[config.mk]
export PLATFORM = sky130hd
export DESIGN_NAME = touch_rgb_led_pwm_fader_flat
export DESIGN_NICKNAME = d
export VERILOG_FILES = /design/src/design/trgb_pkg.sv /design/src/design/trgb_in_if.sv /design/src/design/trgb_out_if.sv /design/src/design/trgb_chan.sv /design/src/design/trgb_sense.sv /design/src/design/touch_rgb_led_pwm_fader.sv /design/src/flat_wrapper.sv
export SDC_FILE = /design/constraint.sdc
export NUM_CORES = 1
export LEC_CHECK = 0
export CORE_ASPECT_RATIO = 1.4
export CORE_MARGIN = 8
export CORE_UTILIZATION = 55
export CTS_BUF_LIST = sky130_fd_sc_hd__clkbuf_16
export CTS_CLUSTER_DIAMETER = 120
export DETAILED_ROUTE_END_ITERATION = 8
export DONT_BUFFER_PORTS = 1
export GPL_ROUTABILITY_DRIVEN = 0
export PLACE_DENSITY = 0.7
export SYNTH_ARGS = -nofsm -noshare
export SYNTH_HDL_FRONTEND = slang
export SYNTH_SLANG_ARGS = --single-unit
[constraint.sdc]
create_clock -name clk -period 6.9 [get_ports clk]
set_input_delay 0.345 -clock clk [delete_from_list [all_inputs] [get_ports clk]]
set_output_delay 0.345 -clock clk [all_outputs]
set_load 0.02 [all_outputs]
[src/design/trgb_pkg.sv]
// Shared types and constants for the touch RGB LED PWM fader.
package trgb_pkg;

  localparam int CHAN_W  = 8;
  localparam int CALIB_W = 6;
  localparam int BASE_W  = 9;

  localparam logic [CHAN_W-1:0] BLINK_LEVEL = 8'd5;

  typedef enum logic [1:0] {
    REQ_PWM    = 2'd0,
    REQ_FADE   = 2'd1,
    REQ_SAMPLE = 2'd2
  } req_type_t;

  typedef struct packed {
    logic              fade;
    logic              blink;
    logic [CHAN_W-1:0] blink_val;
    logic              retarget;
    logic              touch;
  } trgb_ctl_t;

  typedef struct packed {
    logic touched;
    logic calibrated;
    logic fast_fade;
  } trgb_stat_t;

  typedef struct packed {
    logic red_on;
    logic green_on;
    logic blue_on;
    logic fade_done;
    logic touched;
    logic calibrated;
    logic fast_fade;
  } trgb_rsp_t;

endpackage

[src/design/trgb_in_if.sv]
// Request channel: valid/ready handshake with request payload.
interface trgb_in_if;
  logic       valid;
  logic       ready;
  logic [1:0] req_type;
  logic [7:0] sensor_count;
  logic [7:0] random_red;
  logic [7:0] random_green;
  logic [7:0] random_blue;

  modport source (output valid, req_type, sensor_count, random_red, random_green,
                  random_blue, input ready);
  modport sink (input valid, req_type, sensor_count, random_red, random_green,
                random_blue, output ready);
endinterface

[src/design/trgb_out_if.sv]
// Result channel: valid/ready handshake with pin and status payload.
interface trgb_out_if;
  logic valid;
  logic ready;
  logic red_on;
  logic green_on;
  logic blue_on;
  logic fade_done;
  logic touched;
  logic calibrated;
  logic fast_fade;

  modport source (output valid, red_on, green_on, blue_on, fade_done, touched,
                  calibrated, fast_fade, input ready);
  modport sink (input valid, red_on, green_on, blue_on, fade_done, touched,
                calibrated, fast_fade, output ready);
endinterface

[src/design/trgb_chan.sv]
// One color channel: level and target registers, fade step, blink and retarget.
module trgb_chan import trgb_pkg::*; (
  input  logic              clk,
  input  logic              rst,
  input  trgb_ctl_t         ctl,
  input  logic [CHAN_W-1:0] random_level,
  output logic [CHAN_W-1:0] level,
  output logic              match_next
);

  logic [CHAN_W-1:0] target;
  logic [CHAN_W-1:0] level_next;
  logic [CHAN_W-1:0] target_next;

  always_comb begin
    level_next  = level;
    target_next = target;
    if (ctl.blink) begin
      level_next  = ctl.blink_val;
      target_next = ctl.blink_val;
    end else if (ctl.retarget) begin
      target_next = ctl.touch ? random_level : '0;
    end else if (ctl.fade) begin
      if (level < target) begin
        level_next = level + CHAN_W'(1);
      end else if (level > target) begin
        level_next = level - CHAN_W'(1);
      end
    end
  end

  assign match_next = (level_next == target_next);

  always_ff @(posedge clk) begin
    if (rst) begin
      level  <= '0;
      target <= '0;
    end else begin
      level  <= level_next;
      target <= target_next;
    end
  end

endmodule

[src/design/trgb_sense.sv]
// Touch sensing: calibration counter, baseline/threshold, touch and pacing flags.
module trgb_sense import trgb_pkg::*; #(
  parameter int CALIB_SAMPLES = 50
) (
  input  logic              clk,
  input  logic              rst,
  input  logic              fade,
  input  logic              sample,
  input  logic [CHAN_W-1:0] sensor_count,
  input  logic              red_lit,
  output trgb_ctl_t         ctl,
  output trgb_stat_t        stat
);

  localparam logic [CALIB_W-1:0] CALIB_N = CALIB_W'(CALIB_SAMPLES);

  logic [CALIB_W-1:0] calib_taken;
  logic [CALIB_W-1:0] calib_taken_next;
  logic [BASE_W-1:0]  baseline_level;
  logic [BASE_W-1:0]  baseline_level_next;
  logic               touch_flag;
  logic               touch_flag_next;
  logic               fast_mode;
  logic               fast_mode_next;
  logic [BASE_W:0]    base_sum;
  logic [BASE_W-1:0]  base_avg;
  logic               cal;
  logic               over;

  assign cal      = (calib_taken >= CALIB_N);
  assign over     = ({1'b0, sensor_count} > baseline_level);
  assign base_sum = {1'b0, baseline_level} + {{(BASE_W-CHAN_W+1){1'b0}}, sensor_count};
  assign base_avg = (baseline_level != '0) ? base_sum[BASE_W:1]
                                            : {{(BASE_W-CHAN_W){1'b0}}, sensor_count};

  always_comb begin
    calib_taken_next    = calib_taken;
    baseline_level_next = baseline_level;
    touch_flag_next     = touch_flag;
    fast_mode_next      = fast_mode;
    if (sample && !cal) begin
      calib_taken_next = calib_taken + CALIB_W'(1);
      if (calib_taken_next >= CALIB_N) begin
        baseline_level_next = base_avg + {4'b0, base_avg[BASE_W-1:4]};
      end else begin
        baseline_level_next = base_avg;
      end
    end else if (sample) begin
      touch_flag_next = over;
      fast_mode_next  = over;
    end
  end

  assign ctl.fade      = fade;
  assign ctl.blink     = sample && !cal;
  assign ctl.blink_val = red_lit ? '0 : BLINK_LEVEL;
  assign ctl.retarget  = sample && cal;
  assign ctl.touch     = over;

  assign stat.touched    = touch_flag_next;
  assign stat.calibrated = (calib_taken_next >= CALIB_N);
  assign stat.fast_fade  = fast_mode_next;

  always_ff @(posedge clk) begin
    if (rst) begin
      calib_taken    <= '0;
      baseline_level <= '0;
      touch_flag     <= 1'b0;
      fast_mode      <= 1'b0;
    end else begin
      calib_taken    <= calib_taken_next;
      baseline_level <= baseline_level_next;
      touch_flag     <= touch_flag_next;
      fast_mode      <= fast_mode_next;
    end
  end

endmodule

[src/design/touch_rgb_led_pwm_fader.sv]
// Throughput: one request per cycle while the skid slot is free; a full skid slot stalls
// input. The request is registered, processed in one pass against the fader state, and
// its result goes to an output register with a skid slot.
// Reset (synchronous, active high) clears the PWM counter, levels, targets,
// calibration count, baseline and touch/pacing flags, and empties all stages.
module touch_rgb_led_pwm_fader import trgb_pkg::*; #(
  parameter int CALIB_SAMPLES = 50
) (
  input logic       clk,
  input logic       rst,
  trgb_in_if.sink   req,
  trgb_out_if.source rsp
);

  logic              s1_valid;
  logic [1:0]        s1_type;
  logic [CHAN_W-1:0] s1_count;
  logic [CHAN_W-1:0] s1_red;
  logic [CHAN_W-1:0] s1_green;
  logic [CHAN_W-1:0] s1_blue;

  logic              drain;
  logic              is_pwm;
  logic              is_fade;
  logic              is_sample;
  logic [CHAN_W-1:0] pwm_count;
  logic [CHAN_W-1:0] red_level;
  logic [CHAN_W-1:0] green_level;
  logic [CHAN_W-1:0] blue_level;
  logic              red_match;
  logic              green_match;
  logic              blue_match;
  trgb_ctl_t         ctl;
  trgb_stat_t        stat;
  trgb_rsp_t         result;

  logic              out_valid;
  trgb_rsp_t         out_q;
  logic              skid_valid;
  trgb_rsp_t         skid_q;
  logic              out_take;

  assign drain     = s1_valid && !skid_valid;
  assign req.ready = !s1_valid || drain;
  assign is_pwm    = drain && (s1_type == REQ_PWM);
  assign is_fade   = drain && (s1_type == REQ_FADE);
  assign is_sample = drain && (s1_type == REQ_SAMPLE);

  always_ff @(posedge clk) begin
    if (rst) begin
      s1_valid <= 1'b0;
    end else if (req.ready) begin
      s1_valid <= req.valid;
    end
  end

  always_ff @(posedge clk) begin
    if (req.valid && req.ready) begin
      s1_type  <= req.req_type;
      s1_count <= req.sensor_count;
      s1_red   <= req.random_red;
      s1_green <= req.random_green;
      s1_blue  <= req.random_blue;
    end
  end

  always_ff @(posedge clk) begin
    if (rst) begin
      pwm_count <= '0;
    end else if (is_pwm) begin
      pwm_count <= pwm_count + CHAN_W'(1);
    end
  end

  trgb_sense #(.CALIB_SAMPLES(CALIB_SAMPLES)) u_sense (
    .clk          (clk),
    .rst          (rst),
    .fade         (is_fade),
    .sample       (is_sample),
    .sensor_count (s1_count),
    .red_lit      (red_level != '0),
    .ctl          (ctl),
    .stat         (stat)
  );

  trgb_chan u_red (
    .clk (clk), .rst (rst), .ctl (ctl), .random_level (s1_red),
    .level (red_level), .match_next (red_match)
  );

  trgb_chan u_green (
    .clk (clk), .rst (rst), .ctl (ctl), .random_level (s1_green),
    .level (green_level), .match_next (green_match)
  );

  trgb_chan u_blue (
    .clk (clk), .rst (rst), .ctl (ctl), .random_level (s1_blue),
    .level (blue_level), .match_next (blue_match)
  );

  assign result.red_on     = is_pwm && (pwm_count < red_level);
  assign result.green_on   = is_pwm && (pwm_count < {1'b0, green_level[CHAN_W-1:1]});
  assign result.blue_on    = is_pwm && (pwm_count < blue_level);
  assign result.fade_done  = red_match && green_match && blue_match;
  assign result.touched    = stat.touched;
  assign result.calibrated = stat.calibrated;
  assign result.fast_fade  = stat.fast_fade;

  // output register plus one skid slot
  assign out_take = !out_valid || rsp.ready;

  always_ff @(posedge clk) begin
    if (rst) begin
      out_valid  <= 1'b0;
      skid_valid <= 1'b0;
    end else if (out_take) begin
      out_valid  <= skid_valid || drain;
      skid_valid <= 1'b0;
    end else if (drain) begin
      skid_valid <= 1'b1;
    end
  end

  always_ff @(posedge clk) begin
    if (out_take) begin
      out_q <= skid_valid ? skid_q : result;
    end else if (drain) begin
      skid_q <= result;
    end
  end

  assign rsp.valid      = out_valid;
  assign rsp.red_on     = out_q.red_on;
  assign rsp.green_on   = out_q.green_on;
  assign rsp.blue_on    = out_q.blue_on;
  assign rsp.fade_done  = out_q.fade_done;
  assign rsp.touched    = out_q.touched;
  assign rsp.calibrated = out_q.calibrated;
  assign rsp.fast_fade  = out_q.fast_fade;

  a_skid_behind_out: assert property (@(posedge clk) disable iff (rst)
    skid_valid |-> out_valid)
    else $error("skid slot full while output register empty");

  a_touch_fast: assert property (@(posedge clk) disable iff (rst)
    out_valid |-> (out_q.touched == out_q.fast_fade))
    else $error("touch flag and fast pacing disagree");

  a_touch_needs_cal: assert property (@(posedge clk) disable iff (rst)
    (out_valid && out_q.touched) |-> out_q.calibrated)
    else $error("touch reported before calibration finished");

  a_full_blocks_input: assert property (@(posedge clk) disable iff (rst)
    (s1_valid && skid_valid) |-> !req.ready)
    else $error("request accepted with both result slots and input stage full");

endmodule

[src/flat_wrapper.sv]
// flat-port wrapper written by rule: the top's interface ports become plain ports
module touch_rgb_led_pwm_fader_flat import trgb_pkg::*;
#(
  parameter int CALIB_SAMPLES = 50
)
  (clk, rst, req_valid, req_req_type, req_sensor_count, req_random_red, req_random_green, req_random_blue, req_ready, rsp_valid, rsp_red_on, rsp_green_on, rsp_blue_on, rsp_fade_done, rsp_touched, rsp_calibrated, rsp_fast_fade, rsp_ready);
  trgb_in_if req_i ();
  trgb_out_if rsp_i ();
  input logic clk;
  input logic rst;
  input wire logic [$bits(req_i.valid)-1:0] req_valid;
  input wire logic [$bits(req_i.req_type)-1:0] req_req_type;
  input wire logic [$bits(req_i.sensor_count)-1:0] req_sensor_count;
  input wire logic [$bits(req_i.random_red)-1:0] req_random_red;
  input wire logic [$bits(req_i.random_green)-1:0] req_random_green;
  input wire logic [$bits(req_i.random_blue)-1:0] req_random_blue;
  output wire logic [$bits(req_i.ready)-1:0] req_ready;
  output wire logic [$bits(rsp_i.valid)-1:0] rsp_valid;
  output wire logic [$bits(rsp_i.red_on)-1:0] rsp_red_on;
  output wire logic [$bits(rsp_i.green_on)-1:0] rsp_green_on;
  output wire logic [$bits(rsp_i.blue_on)-1:0] rsp_blue_on;
  output wire logic [$bits(rsp_i.fade_done)-1:0] rsp_fade_done;
  output wire logic [$bits(rsp_i.touched)-1:0] rsp_touched;
  output wire logic [$bits(rsp_i.calibrated)-1:0] rsp_calibrated;
  output wire logic [$bits(rsp_i.fast_fade)-1:0] rsp_fast_fade;
  input wire logic [$bits(rsp_i.ready)-1:0] rsp_ready;
  assign req_i.valid = req_valid;
  assign req_i.req_type = req_req_type;
  assign req_i.sensor_count = req_sensor_count;
  assign req_i.random_red = req_random_red;
  assign req_i.random_green = req_random_green;
  assign req_i.random_blue = req_random_blue;
  assign req_ready = req_i.ready;
  assign rsp_valid = rsp_i.valid;
  assign rsp_red_on = rsp_i.red_on;
  assign rsp_green_on = rsp_i.green_on;
  assign rsp_blue_on = rsp_i.blue_on;
  assign rsp_fade_done = rsp_i.fade_done;
  assign rsp_touched = rsp_i.touched;
  assign rsp_calibrated = rsp_i.calibrated;
  assign rsp_fast_fade = rsp_i.fast_fade;
  assign rsp_i.ready = rsp_ready;
  touch_rgb_led_pwm_fader #(.CALIB_SAMPLES(CALIB_SAMPLES)) u_core (.clk(clk), .rst(rst), .req(req_i), .rsp(rsp_i));
endmodule
==> flow_summary.toml <==
[sta]
finalSetupTns_ns = 0
hold_viol_final = 0
slew_violations = 0
worst_pin_slew_ns = 1.074
period_share_pct = 60.45
rsz0062_at_grt = "false"
setup_violations = 0
max_freq_ghz = 0.2397
hold-worst-slack_ns = 0.01856
relSlewSlack_pct = 28.37
min_period_ns = 4.171
fin_skew_ns = 0.007186

[worst_setup_path]
cp.required_ns = 7.14
reg2reg_setup_slack_ns = 2.73
critPathMaxFanout = 33
startpoint = "u_core.skid_valid"
slowest_stage = "or3_1"
r2r_cells = 12
critPathBufInv = 2
crit_top_cell = "buf_4"
end_kind = "flip-flop"
critPathLaunchType = "flip-flop"
cp_data_arrival_time_ns = 4.41
max_stage_delay_ns = 0.66
crit_path_cell_trace = "nand4bb_1, buf_4, or3_1, a211oi_4, buf_4, a22oi_2, a21o_1, a2111oi_0, or4_1, o2111a_1, nand4_1, o41ai_2"
path_delay_family = "compound AO/OA/AOI/OAI gates"
reg2reg_to = "u_core.rsp.fade_done"
setup.worst_path.class = "flip-flop to flip-flop"
reg2reg_from = "u_core.skid_valid"

[global_routing]
antenna_found_initial = 0
globalRouteOverflowTotal = 0
grt_pass1_vias = 6240
grt_max_degree = 53
grt_pass1_wl_um = 32220
grt_usage_pct = 23.31

[cells_and_area]
layout-drive-gt1-share_pct = 6.517
final_util_pct = 61.76
fill_cells = 1165
syn2layout_area_growth_pct = 10.74
n_antenna_cell = 0
multi_input_area_sq_mm = 0.004345
nNetsFinal = 946
regArea_sq_mm = 0.002963

[synthesis]
avgSynthCellArea_sq_um = 9.183
syn-cell-area_sq_mm = 0.007686
synth_flop_cell = "dfxtp_1"
synth_top_family_by_area = "compound AO/OA/AOI/OAI gates"
synth_cells = 837
synth-edff-count = 48
synth_xor_area_share_pct = 5.421
ys_ff_latch = 124
synth_warnings = 0
synth-async-reset-ratio_pct = 0
synth-adder-area-share_pct = 12.73
seq_area_frac_synth_pct = 38.55
synthDistinctLibCells = 71
muxShareOfSynthArea_pct = 2.312
yosys.area_share.simple_pct = 17.08
synth_compound_area_share_pct = 18.95
synthesis.nets = 952

[drt]
via_count = 6363
drt_iter0_drc = 598
wire_per_inst_um = 19.60
drc = 0
viasPerCell = 6.184
routed_wl_um = 20170
drt-pass1-iter-count = 5
postRouteAntennaNets = 0

[floorplanning]
core_area_sq_mm = 0.01378
row_count = 51
start_util_pct = 55.76
die_w_um = 115.9
die_h_um = 155.9
num_io_pins = 47
die_area_sq_mm = 0.01807

[min_path]
hold_end = "u_core.s1_red[5]"
hp-start = "req_random_red[5]"
min_path_type = "input port to flip-flop"
holdPathStages = 0

[clock_tree]
cts.path.max_buffers = 2
cts_max_level = 4
postCtsResizedCells = 0
cts.hold.buffers_added = 2
clock-root-buffer = "clkbuf_16"
path_clk_slew_ns = 0.06
cts_buffers = 17
cts_tree = "yes"
clock-sinks = 124
cts_setup_buffers = 0
clkLatencyLatePin_ns = 0.42

[power_and_ir_drop]
ir_drop_mv = 0.2701
p_per_area_mw_per_mm2 = 260.8
p_leak_nw = 3.165

[job]
drv_cap = 0

[outcome]
status = "finished clean"

[placed_design]
dp_hpwl_um = 14460
port_buffers = 0
## final cells by class
class / count / share of cell area [%]
multi-input cells: 614 / 51.05
flip-flops and latches: 124 / 34.81
clock buffers: 17 / 4.998
inverters: 67 / 2.955
well taps: 185 / 2.719
clock inverters: 15 / 2.675
repair buffers: 7 / 0.7938
## sequential cells by signal, indices dropped and copies added, names as in the netlist, 2 cells and up
| register | count |
|---|---|
| u_core.u_sense.baseline_level | 9 |
| u_core.pwm_count | 8 |
| u_core.s1_blue | 8 |
| u_core.s1_count | 8 |
| u_core.s1_green | 8 |
| u_core.s1_red | 8 |
| u_core.u_blue.level | 8 |
| u_core.u_blue.target | 8 |
| u_core.u_green.level | 8 |
| u_core.u_green.target | 8 |
| u_core.u_red.level | 8 |
| u_core.u_red.target | 8 |
| u_core.skid_q | 7 |
| u_core.u_sense.calib_taken | 6 |
| u_core.s1_type | 2 |
## logic make-up (layout without fill, tap and decap cells)
logic type | Yosys count | in the layout
AND/OR/NAND/NOR | 263 | 263
AO/OA/AOI/OAI | 211 | 211
flip-flops | 124 | 124
buffers and inverters | 99 | 106
adder cells (fa/ha/maj) | 77 | 77
XOR/XNOR | 46 | 46
multiplexers | 17 | 17
## metrics by stage
step                      area, sq um  instances  worst slack (ns)  power, mW
after floorplan                  7686        837             3.370      1.140
after global placement           7829        995             2.960      1.218
after detailed placement         7829        995             2.854      1.229
after CTS                        8512       1029             2.795      2.231
after global routing             8512       1029             2.470      2.313
final                            8512       1029             2.729      2.220
## worst max-delay path by stage
stage	slack, ns	cells past startpoint	end
after floorplan	3.37	17	u_core.u_sense.baseline_level[7]
after global placement	2.96	12	u_core.rsp.fade_done
after detailed placement	2.85	12	u_core.rsp.fade_done
after CTS	2.80	12	u_core.rsp.fade_done
after global routing	2.47	12	u_core.rsp.fade_done
final	2.73	12	u_core.rsp.fade_done
## power by group
group | switching [mW] | internal [mW]
clock network | 0.320 | 0.669
registers | 0.0381 | 0.796
logic | 0.237 | 0.158
## Yosys cell counts, drive strengths merged (12+ instances only)
library cell	number	area [sq um]
ha	75	938.4
inv	67	251.5
nor2	82	307.8
or3	13	81.33
a22oi	22	170.2
edfxtp	48	1441
nand3	20	100.1
dfxtp	76	1521
o211ai	12	90.09
a21o	19	142.6
clkbuf	22	82.58
xnor2	29	254.0
xor2	16	140.1
nor3	14	75.07
nand4	15	93.84
a21oi	52	260.3
a211oi	16	132.6
o21ai	34	170.2
nor2b	18	112.6
nand2b	12	75.07
nand2	51	191.4
## cells in the final DEF, fill, tap and decap left out, types with 6 or more instances in the layout
master and count:
a211oi_1 15, a21o_1 19, a21oi_1 52, a22oi_1 21, and3_1 6, bufinv_16 6
clkbuf_16 17, dfxtp_1 76, edfxtp_1 48, ha_1 75, inv_1 68, mux2_2 6
mux2i_1 11, nand2_1 51, nand2b_1 12, nand3_1 20, nand4_1 15, nor2_1 81
nor2b_1 18, nor3_1 13, nor4_1 10, o2111ai_1 6, o211ai_1 12, o21a_1 7
o21ai_0 31, or3_1 13, xnor2_1 29, xor2_1 16
## per-layer routing
metal  share of wire (%)  GRT usage [%]  routed length (um)  vias up
met1                  39          25.73                7931     3029
met4                 5.1          14.45                1028        0
li1                    -              -                   -     3032
met3                 5.1          4.959                1033       65
met5                   0              0                   0        -
met2                  50          39.66               10180      237
(Power assumes the default switching activity.)
